File: config.mk
export PLATFORM = sky130hd
export DESIGN_NAME = cursor_linked_list
export DESIGN_NICKNAME = d
export VERILOG_FILES = /design/src/rtl/cll_pkg.sv /design/src/rtl/cursor_linked_list.sv /design/src/rtl/cll_ram.sv /design/src/rtl/cll_datapath.sv /design/src/rtl/cll_ctrl.sv
export SDC_FILE = /design/constraint.sdc
export NUM_CORES = 2
export LEC_CHECK = 0
export BUFFER_PORTS_ARGS = -buffer_cell sky130_fd_sc_hd__buf_2
export CORE_ASPECT_RATIO = 0.75
export CORE_MARGIN = 3
export CORE_UTILIZATION = 41
export DETAILED_ROUTE_END_ITERATION = 12
export SLEW_MARGIN = 0
export SYNTH_ARGS = -nofsm -noshare
export SYNTH_HDL_FRONTEND = slang
export SYNTH_HIERARCHICAL = 1
export SYNTH_SLANG_ARGS = --single-unit
export TNS_END_PERCENT = 50
File: constraint.sdc
create_clock -name clk_i -period 4.59 [get_ports clk_i]
set_clock_uncertainty 0.1 [all_clocks]
set_input_delay 0.459 -clock clk_i [delete_from_list [all_inputs] [get_ports clk_i]]
set_output_delay 0.459 -clock clk_i [all_outputs]
set_load 0.1 [all_outputs]
File: src/rtl/cll_pkg.sv
package cll_pkg;

  // node array size and derived widths
  localparam int unsigned Nodes      = 32;
  localparam int unsigned IdxW       = $clog2(Nodes);
  localparam int unsigned MaxResults = Nodes - 1;
  localparam int unsigned WordW      = 32;
  localparam int unsigned PosW       = 5;
  localparam int unsigned CountW     = 5;

  typedef enum logic [1:0] {
    CmdAppend = 2'd0,
    CmdInsert = 2'd1,
    CmdRemove = 2'd2,
    CmdShow   = 2'd3
  } cll_cmd_e;

  typedef struct packed {
    cll_cmd_e          cmd;
    logic [PosW-1:0]   position;
    logic [WordW-1:0]  data_word;
  } cll_in_t;

  typedef struct packed {
    logic              ok;
    logic [WordW-1:0]  item_word;
    logic [CountW-1:0] count;
    logic              last;
  } cll_out_t;

  // controller to datapath
  typedef struct packed {
    logic start;
    logic walk_adv;
    logic walk_end;
    logic ins_a;
    logic ins_b;
    logic rem_a;
    logic rem_b;
    logic rem_c;
    logic show_adv;
    logic emit_show;
    logic emit_result;
  } cll_ctrl_t;

  // datapath to controller
  typedef struct packed {
    cll_cmd_e in_cmd;
    logic     pre_fail;
    logic     op_remove;
    logic     walk_done;
    logic     link_zero;
    logic     show_fin;
    logic     out_free;
  } cll_stat_t;

  // link value of a node right after reset: head empty, free chain 1..Nodes-1
  function automatic logic [IdxW-1:0] link_reset(input logic [IdxW-1:0] idx);
    logic [IdxW-1:0] res;
    if (idx == '0 || idx == IdxW'(Nodes - 1)) begin
      res = '0;
    end else begin
      res = idx + 1'b1;
    end
    return res;
  endfunction

endpackage

File: src/rtl/cursor_linked_list.sv
// Singly linked list of up to Nodes-1 words kept in a node array, with a
// free chain for unused nodes. Each input item is one command (append,
// insert after a position, remove at a position, show) and gives one
// result item, or for show one result item per stored word with last set
// on the final one. A command runs on the link memory's single read port,
// one link per cycle: after the accepting cycle, append, insert and remove
// walk to the target node, then relink in states InsA and InsB (insert,
// append) or RemA, RemB and RemC (remove) and post the result; a command
// that fails its range or full check goes straight to posting its result.
// Show lists the stored words in order while results are taken, and gives
// one result item on an empty list. A new item is accepted as soon as the
// previous command is done, even while its result still waits in the
// output register. After reset the block is ready at once; unwritten link
// entries read as their reset chain.
module cursor_linked_list (
  input  logic              clk_i,
  input  logic              rst_ni,
  input  logic              in_valid_i,
  output logic              in_ready_o,
  input  cll_pkg::cll_in_t  in_data_i,
  output logic              out_valid_o,
  input  logic              out_ready_i,
  output cll_pkg::cll_out_t out_data_o
);
  import cll_pkg::*;

  cll_ctrl_t ctrl;
  cll_stat_t stat;

  // command sequencer
  cll_ctrl u_ctrl (
    .clk_i      (clk_i),
    .rst_ni     (rst_ni),
    .in_valid_i (in_valid_i),
    .in_ready_o (in_ready_o),
    .stat_i     (stat),
    .ctrl_o     (ctrl)
  );

  // list memories, cursor and result register
  cll_datapath u_datapath (
    .clk_i       (clk_i),
    .rst_ni      (rst_ni),
    .in_data_i   (in_data_i),
    .ctrl_i      (ctrl),
    .stat_o      (stat),
    .out_valid_o (out_valid_o),
    .out_ready_i (out_ready_i),
    .out_data_o  (out_data_o)
  );

endmodule

File: src/rtl/cll_ram.sv
module cll_ram #(
  parameter int unsigned Width = 32,
  parameter int unsigned Depth = 32,
  localparam int unsigned AddrW = $clog2(Depth)
) (
  input  logic             clk_i,
  input  logic             we_i,
  input  logic [AddrW-1:0] waddr_i,
  input  logic [Width-1:0] wdata_i,
  input  logic [AddrW-1:0] raddr_i,
  output logic [Width-1:0] rdata_o
);

  logic [Width-1:0] mem_q [Depth];
  logic [Width-1:0] rdata_q;

  // one write port, one registered read port
  always_ff @(posedge clk_i) begin
    if (we_i) begin
      mem_q[waddr_i] <= wdata_i;
    end
    rdata_q <= mem_q[raddr_i];
  end

  assign rdata_o = rdata_q;

endmodule

File: src/rtl/cll_datapath.sv
module cll_datapath (
  input  logic               clk_i,
  input  logic               rst_ni,
  input  cll_pkg::cll_in_t   in_data_i,
  input  cll_pkg::cll_ctrl_t ctrl_i,
  output cll_pkg::cll_stat_t stat_o,
  output logic               out_valid_o,
  input  logic               out_ready_i,
  output cll_pkg::cll_out_t  out_data_o
);
  import cll_pkg::*;

  localparam int unsigned CmpW = (IdxW > PosW) ? IdxW : PosW;

  logic [IdxW-1:0]  cur_q, cur_d;
  logic [IdxW-1:0]  cnt_q, cnt_d;
  logic [IdxW-1:0]  plink_q, plink_d;
  logic [IdxW-1:0]  free_head_q, free_head_d;
  logic [IdxW-1:0]  count_q, count_d;
  logic             ok_q, ok_d;
  logic [WordW-1:0] word_q, word_d;
  cll_cmd_e         cmd_q, cmd_d;
  logic             out_valid_q, out_valid_d;
  cll_out_t         out_q, out_d;

  logic [Nodes-1:0] link_vld_q, link_vld_d;
  logic             rd_vld_q;
  logic [IdxW-1:0]  rd_addr_q;
  logic [IdxW-1:0]  rd_addr;
  logic [IdxW-1:0]  link_raw;
  logic [IdxW-1:0]  link_rd;
  logic [WordW-1:0] pay_rd;
  logic             link_we;
  logic [IdxW-1:0]  link_waddr;
  logic [IdxW-1:0]  link_wdata;

  logic [PosW-1:0]  pos_n;
  logic [IdxW-1:0]  steps_in;
  logic             fail_in;
  logic             out_free;
  logic             show_fin;

  // link read data, falling back to the reset chain for unwritten nodes
  assign link_rd  = rd_vld_q ? link_raw : link_reset(rd_addr_q);
  assign show_fin = (link_rd == '0) || (cnt_q == IdxW'(MaxResults - 1));
  assign out_free = !out_valid_q || out_ready_i;

  // decode of the incoming item: walk length and early failure
  always_comb begin
    pos_n    = (in_data_i.position == '0) ? PosW'(1) : in_data_i.position;
    steps_in = '0;
    fail_in  = 1'b0;
    unique case (in_data_i.cmd)
      CmdAppend: begin
        steps_in = count_q;
        fail_in  = (free_head_q == '0);
      end
      CmdInsert: begin
        steps_in = IdxW'(in_data_i.position);
        fail_in  = (free_head_q == '0) ||
                   (CmpW'(in_data_i.position) > CmpW'(count_q));
      end
      CmdRemove: begin
        steps_in = IdxW'(pos_n - 1'b1);
        fail_in  = (CmpW'(pos_n) > CmpW'(count_q));
      end
      CmdShow: begin
        steps_in = '0;
        fail_in  = 1'b0;
      end
      default: begin
        steps_in = '0;
        fail_in  = 1'b0;
      end
    endcase
  end

  // cursor, counters and list registers
  always_comb begin
    cur_d       = cur_q;
    cnt_d       = cnt_q;
    plink_d     = plink_q;
    free_head_d = free_head_q;
    count_d     = count_q;
    ok_d        = ok_q;
    word_d      = word_q;
    cmd_d       = cmd_q;
    if (ctrl_i.start) begin
      cur_d  = '0;
      cnt_d  = steps_in;
      ok_d   = 1'b0;
      word_d = in_data_i.data_word;
      cmd_d  = in_data_i.cmd;
    end
    if (ctrl_i.walk_adv) begin
      cur_d = link_rd;
      cnt_d = cnt_q - 1'b1;
    end
    if (ctrl_i.walk_end) begin
      plink_d = link_rd;
    end
    if (ctrl_i.show_adv) begin
      cur_d = link_rd;
    end
    if (ctrl_i.emit_show) begin
      cnt_d = cnt_q + 1'b1;
    end
    if (ctrl_i.ins_b) begin
      free_head_d = link_rd;
      count_d     = count_q + 1'b1;
      ok_d        = 1'b1;
    end
    if (ctrl_i.rem_c) begin
      free_head_d = plink_q;
      count_d     = count_q - 1'b1;
      ok_d        = 1'b1;
    end
  end

  // link memory ports
  always_comb begin
    rd_addr    = cur_d;
    link_we    = 1'b0;
    link_waddr = cur_q;
    link_wdata = free_head_q;
    unique if (ctrl_i.ins_a) begin
      rd_addr    = free_head_q;
      link_we    = 1'b1;
      link_waddr = cur_q;
      link_wdata = free_head_q;
    end else if (ctrl_i.ins_b) begin
      link_we    = 1'b1;
      link_waddr = free_head_q;
      link_wdata = plink_q;
    end else if (ctrl_i.rem_a) begin
      rd_addr = plink_q;
    end else if (ctrl_i.rem_b) begin
      link_we    = 1'b1;
      link_waddr = cur_q;
      link_wdata = link_rd;
    end else if (ctrl_i.rem_c) begin
      link_we    = 1'b1;
      link_waddr = plink_q;
      link_wdata = free_head_q;
    end else begin
      rd_addr = cur_d;
    end
  end

  // written marks for the link memory
  always_comb begin
    link_vld_d = link_vld_q;
    if (link_we) begin
      link_vld_d[link_waddr] = 1'b1;
    end
  end

  // result register
  always_comb begin
    out_valid_d = out_valid_q;
    out_d       = out_q;
    if (out_ready_i) begin
      out_valid_d = 1'b0;
    end
    if (ctrl_i.emit_show) begin
      out_valid_d     = 1'b1;
      out_d.ok        = 1'b1;
      out_d.item_word = pay_rd;
      out_d.count     = CountW'(count_q);
      out_d.last      = show_fin;
    end else if (ctrl_i.emit_result) begin
      out_valid_d     = 1'b1;
      out_d.ok        = ok_q;
      out_d.item_word = '0;
      out_d.count     = CountW'(count_q);
      out_d.last      = 1'b1;
    end
  end

  always_ff @(posedge clk_i or negedge rst_ni) begin
    if (!rst_ni) begin
      free_head_q <= IdxW'(1);
      count_q     <= '0;
      link_vld_q  <= '0;
      out_valid_q <= 1'b0;
    end else begin
      free_head_q <= free_head_d;
      count_q     <= count_d;
      link_vld_q  <= link_vld_d;
      out_valid_q <= out_valid_d;
    end
  end

  always_ff @(posedge clk_i) begin
    cur_q     <= cur_d;
    cnt_q     <= cnt_d;
    plink_q   <= plink_d;
    ok_q      <= ok_d;
    word_q    <= word_d;
    cmd_q     <= cmd_d;
    out_q     <= out_d;
    rd_vld_q  <= link_vld_q[rd_addr];
    rd_addr_q <= rd_addr;
  end

  cll_ram #(
    .Width (IdxW),
    .Depth (Nodes)
  ) u_link_ram (
    .clk_i   (clk_i),
    .we_i    (link_we),
    .waddr_i (link_waddr),
    .wdata_i (link_wdata),
    .raddr_i (rd_addr),
    .rdata_o (link_raw)
  );

  cll_ram #(
    .Width (WordW),
    .Depth (Nodes)
  ) u_payload_ram (
    .clk_i   (clk_i),
    .we_i    (ctrl_i.ins_a),
    .waddr_i (free_head_q),
    .wdata_i (word_q),
    .raddr_i (rd_addr),
    .rdata_o (pay_rd)
  );

  // status
  assign stat_o.in_cmd    = in_data_i.cmd;
  assign stat_o.pre_fail  = fail_in;
  assign stat_o.op_remove = (cmd_q == CmdRemove);
  assign stat_o.walk_done = (cnt_q == '0);
  assign stat_o.link_zero = (link_rd == '0);
  assign stat_o.show_fin  = show_fin;
  assign stat_o.out_free  = out_free;

  assign out_valid_o = out_valid_q;
  assign out_data_o  = out_q;

  // the free chain runs dry exactly when the list is full
  a_full_free : assert property (@(posedge clk_i) disable iff (!rst_ni)
    (free_head_q == '0) == (count_q == IdxW'(Nodes - 1)))
    else $error("free chain and item count disagree");

  // a walk inside the list never meets the end of the chain
  a_walk_link : assert property (@(posedge clk_i) disable iff (!rst_ni)
    ctrl_i.walk_adv |-> (link_rd != '0))
    else $error("walk ran off the end of the list");

  // show never lists the head node
  a_show_node : assert property (@(posedge clk_i) disable iff (!rst_ni)
    ctrl_i.emit_show |-> (cur_q != '0))
    else $error("show emitted the head node");

  // a result is only loaded into a free output register
  a_out_load : assert property (@(posedge clk_i) disable iff (!rst_ni)
    (ctrl_i.emit_show || ctrl_i.emit_result) |-> out_free)
    else $error("result overwrote a pending item");

endmodule

File: src/rtl/cll_ctrl.sv
module cll_ctrl (
  input  logic               clk_i,
  input  logic               rst_ni,
  input  logic               in_valid_i,
  output logic               in_ready_o,
  input  cll_pkg::cll_stat_t stat_i,
  output cll_pkg::cll_ctrl_t ctrl_o
);
  import cll_pkg::*;

  typedef enum logic [9:0] {
    StIdle     = 10'b00_0000_0001,
    StWalk     = 10'b00_0000_0010,
    StInsA     = 10'b00_0000_0100,
    StInsB     = 10'b00_0000_1000,
    StRemA     = 10'b00_0001_0000,
    StRemB     = 10'b00_0010_0000,
    StRemC     = 10'b00_0100_0000,
    StShowHead = 10'b00_1000_0000,
    StShow     = 10'b01_0000_0000,
    StResult   = 10'b10_0000_0000
  } cll_state_e;

  cll_state_e state_q, state_d;

  // sequencing of one command
  always_comb begin
    state_d = state_q;
    ctrl_o  = '0;
    unique case (state_q)
      StIdle: begin
        if (in_valid_i) begin
          ctrl_o.start = 1'b1;
          if (stat_i.in_cmd == CmdShow) begin
            state_d = StShowHead;
          end else if (stat_i.pre_fail) begin
            state_d = StResult;
          end else begin
            state_d = StWalk;
          end
        end
      end
      StWalk: begin
        if (stat_i.walk_done) begin
          ctrl_o.walk_end = 1'b1;
          state_d = stat_i.op_remove ? StRemA : StInsA;
        end else begin
          ctrl_o.walk_adv = 1'b1;
        end
      end
      StInsA: begin
        ctrl_o.ins_a = 1'b1;
        state_d      = StInsB;
      end
      StInsB: begin
        ctrl_o.ins_b = 1'b1;
        state_d      = StResult;
      end
      StRemA: begin
        ctrl_o.rem_a = 1'b1;
        state_d      = StRemB;
      end
      StRemB: begin
        ctrl_o.rem_b = 1'b1;
        state_d      = StRemC;
      end
      StRemC: begin
        ctrl_o.rem_c = 1'b1;
        state_d      = StResult;
      end
      StShowHead: begin
        if (stat_i.link_zero) begin
          state_d = StResult;
        end else begin
          ctrl_o.show_adv = 1'b1;
          state_d = StShow;
        end
      end
      StShow: begin
        if (stat_i.out_free) begin
          ctrl_o.emit_show = 1'b1;
          if (stat_i.show_fin) begin
            state_d = StIdle;
          end else begin
            ctrl_o.show_adv = 1'b1;
          end
        end
      end
      StResult: begin
        if (stat_i.out_free) begin
          ctrl_o.emit_result = 1'b1;
          state_d = StIdle;
        end
      end
      default: begin
        state_d = StIdle;
      end
    endcase
  end

  always_ff @(posedge clk_i or negedge rst_ni) begin
    if (!rst_ni) begin
      state_q <= StIdle;
    end else begin
      state_q <= state_d;
    end
  end

  assign in_ready_o = (state_q == StIdle);

endmodule

After elaboration in Yosys (flattened, before gate mapping):

Memories as Yosys holds them, arrays and structs flattened. A register that Yosys moved wholly into a read port is not among the register bits.
Cells that the tools add are included.

* bits in registers: 148
* logic and storage cells: 143
* memories kept: 2
* output and inout port bits: 41
* memory bits (writable): 1184
* bits of input ports: 43

Memories
* u_datapath.u_payload_ram.mem_q: words 32, bits a word 32, rd ports 1, clocked after Yosys merged registers in 1, write ports 1, RTL line cll_ram.sv:14 `logic [Width-1:0] mem_q [Depth];`
* u_datapath.u_link_ram.mem_q: words 32, bits a word 5, rd ports 1, clocked after Yosys merged registers in 1, write ports 1, RTL line cll_ram.sv:14

* bitwise gates (word level): 1
* reductions and logical operators: 19
* eq/ne operators: 21
* magnitude comparators: 5
* muxes and demuxes: 72
* add/sub/neg operators: 6

Operator list (number)
* two-way mux 5 bit: 26
* one-hot mux 10 bit (9 select lines): 1
* two-way mux 10 bit: 8
* two-way mux 38 bit: 2
* bitwise OR 32 bit: 1
* two-way mux 1 bit: 28
* zero test 5 bit: 5
* one-hot mux 5 bit (4 select lines): 1
* adder 5 x 1 -> 5 bit, second input constant: 3
* subtractor 5 x 1 -> 5 bit, second input constant: 3
* < comparator 5 x 6 -> 1 bit, second input constant: 2
* equality test 10 x 1 -> 1 bit, second input constant: 1
* equality test 10 bit, second input constant: 1
* equality test 10 x 2 -> 1 bit, second input constant: 1
* equality test 10 x 3 -> 1 bit, second input constant: 1
* equality test 10 x 4 -> 1 bit, second input constant: 1
* equality test 10 x 5 -> 1 bit, second input constant: 1
* equality test 10 x 6 -> 1 bit, second input constant: 1
* equality test 10 x 7 -> 1 bit, second input constant: 1
* equality test 10 x 8 -> 1 bit, second input constant: 1
* equality test 10 x 9 -> 1 bit, second input constant: 1
* equality test 5 bit, second input constant: 2
* > comparator 5 bit: 2
* equality test 2 bit, second input constant: 3
* 17 further kinds: 27

Longest topological paths before layout:

* depth after elaboration: 15
* mapped depth: 22

Modules after synthesis:

The synthesis kept the hierarchy.

By module, submodules not included
* cll_ram at u_datapath.u_payload_ram: seq. area each 31390.1 um^2, cells an instance 2260, area each 40485.1 um^2, times used 1
* cll_datapath: seq. area each 3799.9 um^2, cells an instance 569, area each 6701.4 um^2, times used 1
* cll_ram at u_datapath.u_link_ram: seq. area each 4904.7 um^2, cells an instance 277, area each 6344.8 um^2, times used 1
* cll_ctrl: seq. area each 251.5 um^2, cells an instance 80, area each 744.5 um^2, times used 1

Worst setup path before layout:

No wires, ideal clock.

* path type: register to register
* start point: register u_ctrl.state_q[5]
* end point: register u_datapath.u_link_ram.rdata_q[0] (netlist: u_datapath/u_link_ram/rdata_o[0]) (read register of u_datapath.u_link_ram.mem_q)
* setup slack: -1.142 ns
* stages on the path, launching flop included: 14
* arrival time: 5.511 ns
* buffers on the path: 3
* setup time: 0.121 ns
* cell sequence: dfrtp_1 buf_4 nor4_2 nand2_2 nor2_1 and2_1 or4b_1 nand4_1 o21ba_2 clkbuf_1 buf_2 mux4_2 mux4_2 mux2_2

RTL lines
* start: declaration: RTL line cll_ctrl.sv:24 `cll_state_e state_q, state_d;`
* start signal: assignment: RTL line cll_ctrl.sv:103 `state_q <= StIdle;`
* start signal: assignment: RTL line cll_ctrl.sv:105 `state_q <= state_d;`
* end: declaration: RTL line cll_ram.sv:15 `logic [Width-1:0] rdata_q;`

==> out/results.ini <==
[placement]
gp_congestion=0.821
dp_hpwl_um=84200
port_buffers=83
place_inst=5135

[power]
ir_drop_v=0.000330
power.switching_mw=10.4
intPower_mw=25.4
p_leak_nw=21.8
p_seq_frac=0.430
powerDensity_nw_per_um2=546
comb_power_share=0.267
clockPowerShare=0.304
netSwitchingFraction=0.291

[synthesis]
synth_xor_area_frac=0.00226
synth_compound_area_frac=0.0566
postSynthCellCount=3186
synth_nets=3250
avgSynthCellArea_sq_um=17.0
ys_seq_area_frac=0.743
yosys_warnings=6
async_flop_share=0.0387
ys_types=84
synth_edf_count=1266
synth-adder-area-share=0.00498
synthFlopType=edfxtp_1
synth_top_family_by_area=multiplexers
ys_ff_latch=1369
muxShareOfSynthArea=0.124
yosys.area_share.simple=0.0488
synth_area_sq_um=54300

[global_route]
busiest_layer=met1
grt_overflow=0
grt_usage=0.209
grt_use_met3=0.0560
use_met2=0.294
grt_pass1_vias=29400
grt_pass1_wl_um=207000
grt_max_degree=54
met1_usage=0.316
antenna_found_initial=9

[critical_path]
timing.rr.start=u_datapath/rd_addr_q[0]
critPathMostFrequentCell=buf_12
end_kind=flip-flop
path_class=flip-flop to flip-flop
slowest_delay_ps=550
worstPathMaxFanout=12
slowest_stage=or4b_4
worstPathArrival_ps=5350
crit_path_start_kind=flip-flop
crit_buf_inv=8
cp-startpoint=u_datapath/rd_addr_q[0]
crit_chain=inv_2 -> ha_4 -> or3b_1 -> a221o_1 -> or4_4 -> nor2_4 -> a41o_1 -> o21ai_4 -> or4b_4 -> nand4_1 -> o21ba_4 -> buf_12 -> buf_16 -> buf_12 -> clkbuf_16 -> buf_12 -> buf_16 -> mux2i_1 -> a22oi_2 -> a31oi_1 -> buf_4 -> nand3_2
cp_top_family=simple AND/OR/NAND/NOR gates
critPathRequiredTime_ps=5130

[floorplanning]
initial_core_util=0.417
die_w_um=426
io_pins=84
rows=114
dieArea_sq_um=137000
die_h_um=321
core_area_sq_um=130000

[outcome]
violations=setup timing
status=finished with violations

[drt]
routed_wl_um=145000
viasPerCell=5.53
dr_total_vias=30400
postRouteAntennaNets=0
drtIter0Drc=3279
drtPass1Iterations=7
wl_per_cell_um=26.4
post-route-drc-count=0

[cts]
cts.sinks=1369
numCtsBuffers=136
tritoncts=done
clk_pin_slew_worst_paths_ps=60
clkLatencyLatePin_ps=760
h-tree-depth=4
cts_root_buf=clkbuf_16
clockBufferDepth=3

[layout]
area_growth_pct=21.0
fill_cells=10700
final_util=0.505
layout.nets=3710
finalNonFillerCells=5495
drive_gt1_frac=0.226

[sta]
rsz0062_at_grt=yes
slew_viol_final=0
relSlewSlack=0.244
setup_slack_ps=-224
hold_viol_final=0
fin_crit_sh=1.05
setup_viol=36
timing.fmax_mhz=208
fin_crit_ps=4810
worst_pin_slew_ps=1130

[run]
cap_violations=0

[hold_path]
min_path_type=input port to flip-flop
hp-start=out_ready_i

==> placed cells by master, fill, tap and decap left out, drive strengths merged, types with 54 or more instances in the layout <==
cell / n
mux2i: 540
buf: 451
mux4: 54
a22oi: 101
a21oi: 118
a22o: 64
clkbuf: 194
nor2: 103
edfxtp: 1266
nand2: 138
nand3: 110
==> final timing paths <==
kind                                                             end  slack [ps]  depth (start not counted)
max in group asynchronous                  u_datapath/free_head_q[3]        3640                          3
worst min register to register             u_datapath/link_vld_q[17]         350                          1
worst min-delay path                          u_datapath/out_valid_o          90                          4
min in group asynchronous                  u_datapath/link_vld_q[19]         260                          3
worst max register to register  u_datapath/u_payload_ram/rdata_o[25]        -220                         22
worst max-delay path            u_datapath/u_payload_ram/rdata_o[25]        -220                         22
==> metal layers <==
layer | vias up | wire length [um]
met2 | 1112 | 61200
met1 | 15600 | 67300
li1 | 13500 | -
met3 | 200 | 13200
met5 | - | 0
met4 | 0 | 3550
==> cells in the mapped netlist, types with 7 or more instances <==
master / n / area [sq um]
clkbuf_1: 73 / 274
nor2b_1: 15 / 93.8
buf_6: 18 / 203
a211oi_1: 9 / 67.6
o21a_1: 7 / 52.6
or3b_2: 7 / 61.3
nor2_1: 103 / 387
inv_1: 29 / 109
nor3_1: 41 / 205
mux2i_1: 540 / 5410
nor3b_1: 7 / 52.6
o21bai_1: 8 / 60.1
mux4_2: 52 / 1170
nand2_1: 137 / 514
buf_1: 10 / 37.5
a22o_1: 64 / 561
xor2_1: 7 / 61.3
buf_2: 31 / 155
o22ai_1: 9 / 56.3
nand3_1: 110 / 551
ha_1: 20 / 250
nand2b_1: 12 / 75.1
nand3b_1: 13 / 97.6
xnor2_1: 7 / 61.3
edfxtp_1: 1266 / 38000
a21o_1: 30 / 225
o21ai_0: 30 / 150
a31oi_1: 34 / 213
buf_4: 40 / 300
a22oi_1: 101 / 758
mux2_2: 8 / 90.1
dfxtp_1: 50 / 1000
a21oi_1: 118 / 591
and2_1: 37 / 231
dfrtp_1: 51 / 1280
==> metrics by stage <==
stage	worst slack, ps	hold slack, ps	total power, mW	TNS [ps]	cell area, sq um
global placement	-388	332	23.4	-7070	59200
floorplan	-68.0	63.4	20.5	-294	54400
finish	-224	87.4	35.9	-4290	65700
global route	-349	85.9	37.2	-9720	65700
CTS	-205	33.8	34.9	-4680	64400
detailed placement	-383	336	23.4	-7480	59200
==> power groups by stage <==
stage | Sequential [mW] | Combinational [mW] | Clock [mW]
floorplan | 15.6 | 4.90 | 0
global placement | 15.6 | 7.72 | 0
detailed placement | 15.7 | 7.77 | 0
CTS | 15.4 | 8.39 | 11.1
global route | 15.5 | 10.1 | 11.6
finish | 15.4 | 9.57 | 10.9
==> flip-flops by register name, indices dropped and copies added, names as in the netlist, 2 cells and up <==
| name | count |
|---|---|
| u_datapath/u_payload_ram/rdata_o | 32 |
| u_datapath/u_link_ram/mem_q | 160 |
| u_datapath/cnt_q | 5 |
| u_datapath/link_vld_q | 32 |
| u_datapath/free_head_q | 5 |
| u_datapath/u_payload_ram/mem_q | 1024 |
| u_datapath/rd_addr_q | 5 |
| u_datapath/u_link_ram/rdata_o | 5 |
| u_datapath/plink_q | 5 |
| u_datapath/count_q | 5 |
| u_datapath/cur_q | 5 |
| u_ctrl/state_q | 10 |
| u_datapath/word_q | 32 |
| u_datapath/cmd_q | 2 |
| u_datapath/out_data_o | 39 |
==> layout make-up <==
type                       instances  area (sq um)  area share
tap                             1740          2180      0.0331
timing repair buffer             496          5160      0.0786
sequential                      1369         40300       0.614
clock buffer                     186          3770      0.0575
clock inverter                    60           557     0.00848
antenna                            1          2.50   0.0000381
multi-input combinational       1614         13600       0.206
inverter                          29           109     0.00166
==> logic make-up (layout without fill, tap and decap cells) <==
logic type | after synthesis | count (layout)
DFF | 1369 | 1369
muxes | 602 | 602
and+or+nand+nor | 529 | 529
AOI/OAI and AO/OA | 448 | 448
buffers and inverters | 203 | 771
adders and majority gates | 21 | 21
xor gates and xnor gates | 14 | 14
other | 0 | 1
==> what timing repair did <==
item / CTS / global route
hold buffers: 36 / 0
cloned: 7 / 9
endpoints found under the hold margin: 88 / 0
buffers inserted: 7 / 58
pin swaps: 7 / 33
gates resized for setup: 40 / 119
endpoints found under the setup margin: 38 / 38
==> worst reg2reg max path, delay by kind of cell, from the launching register on <==
family                     cells  cell delay [ps]
adders and majority gates      1              120
muxes                          1              220
and+or+nand+nor                6             1750
DFF                            1              320
buffers and inverters          8             1070
AOI/OAI and AO/OA              6             1120
Power figures use the tool's default switching activity.
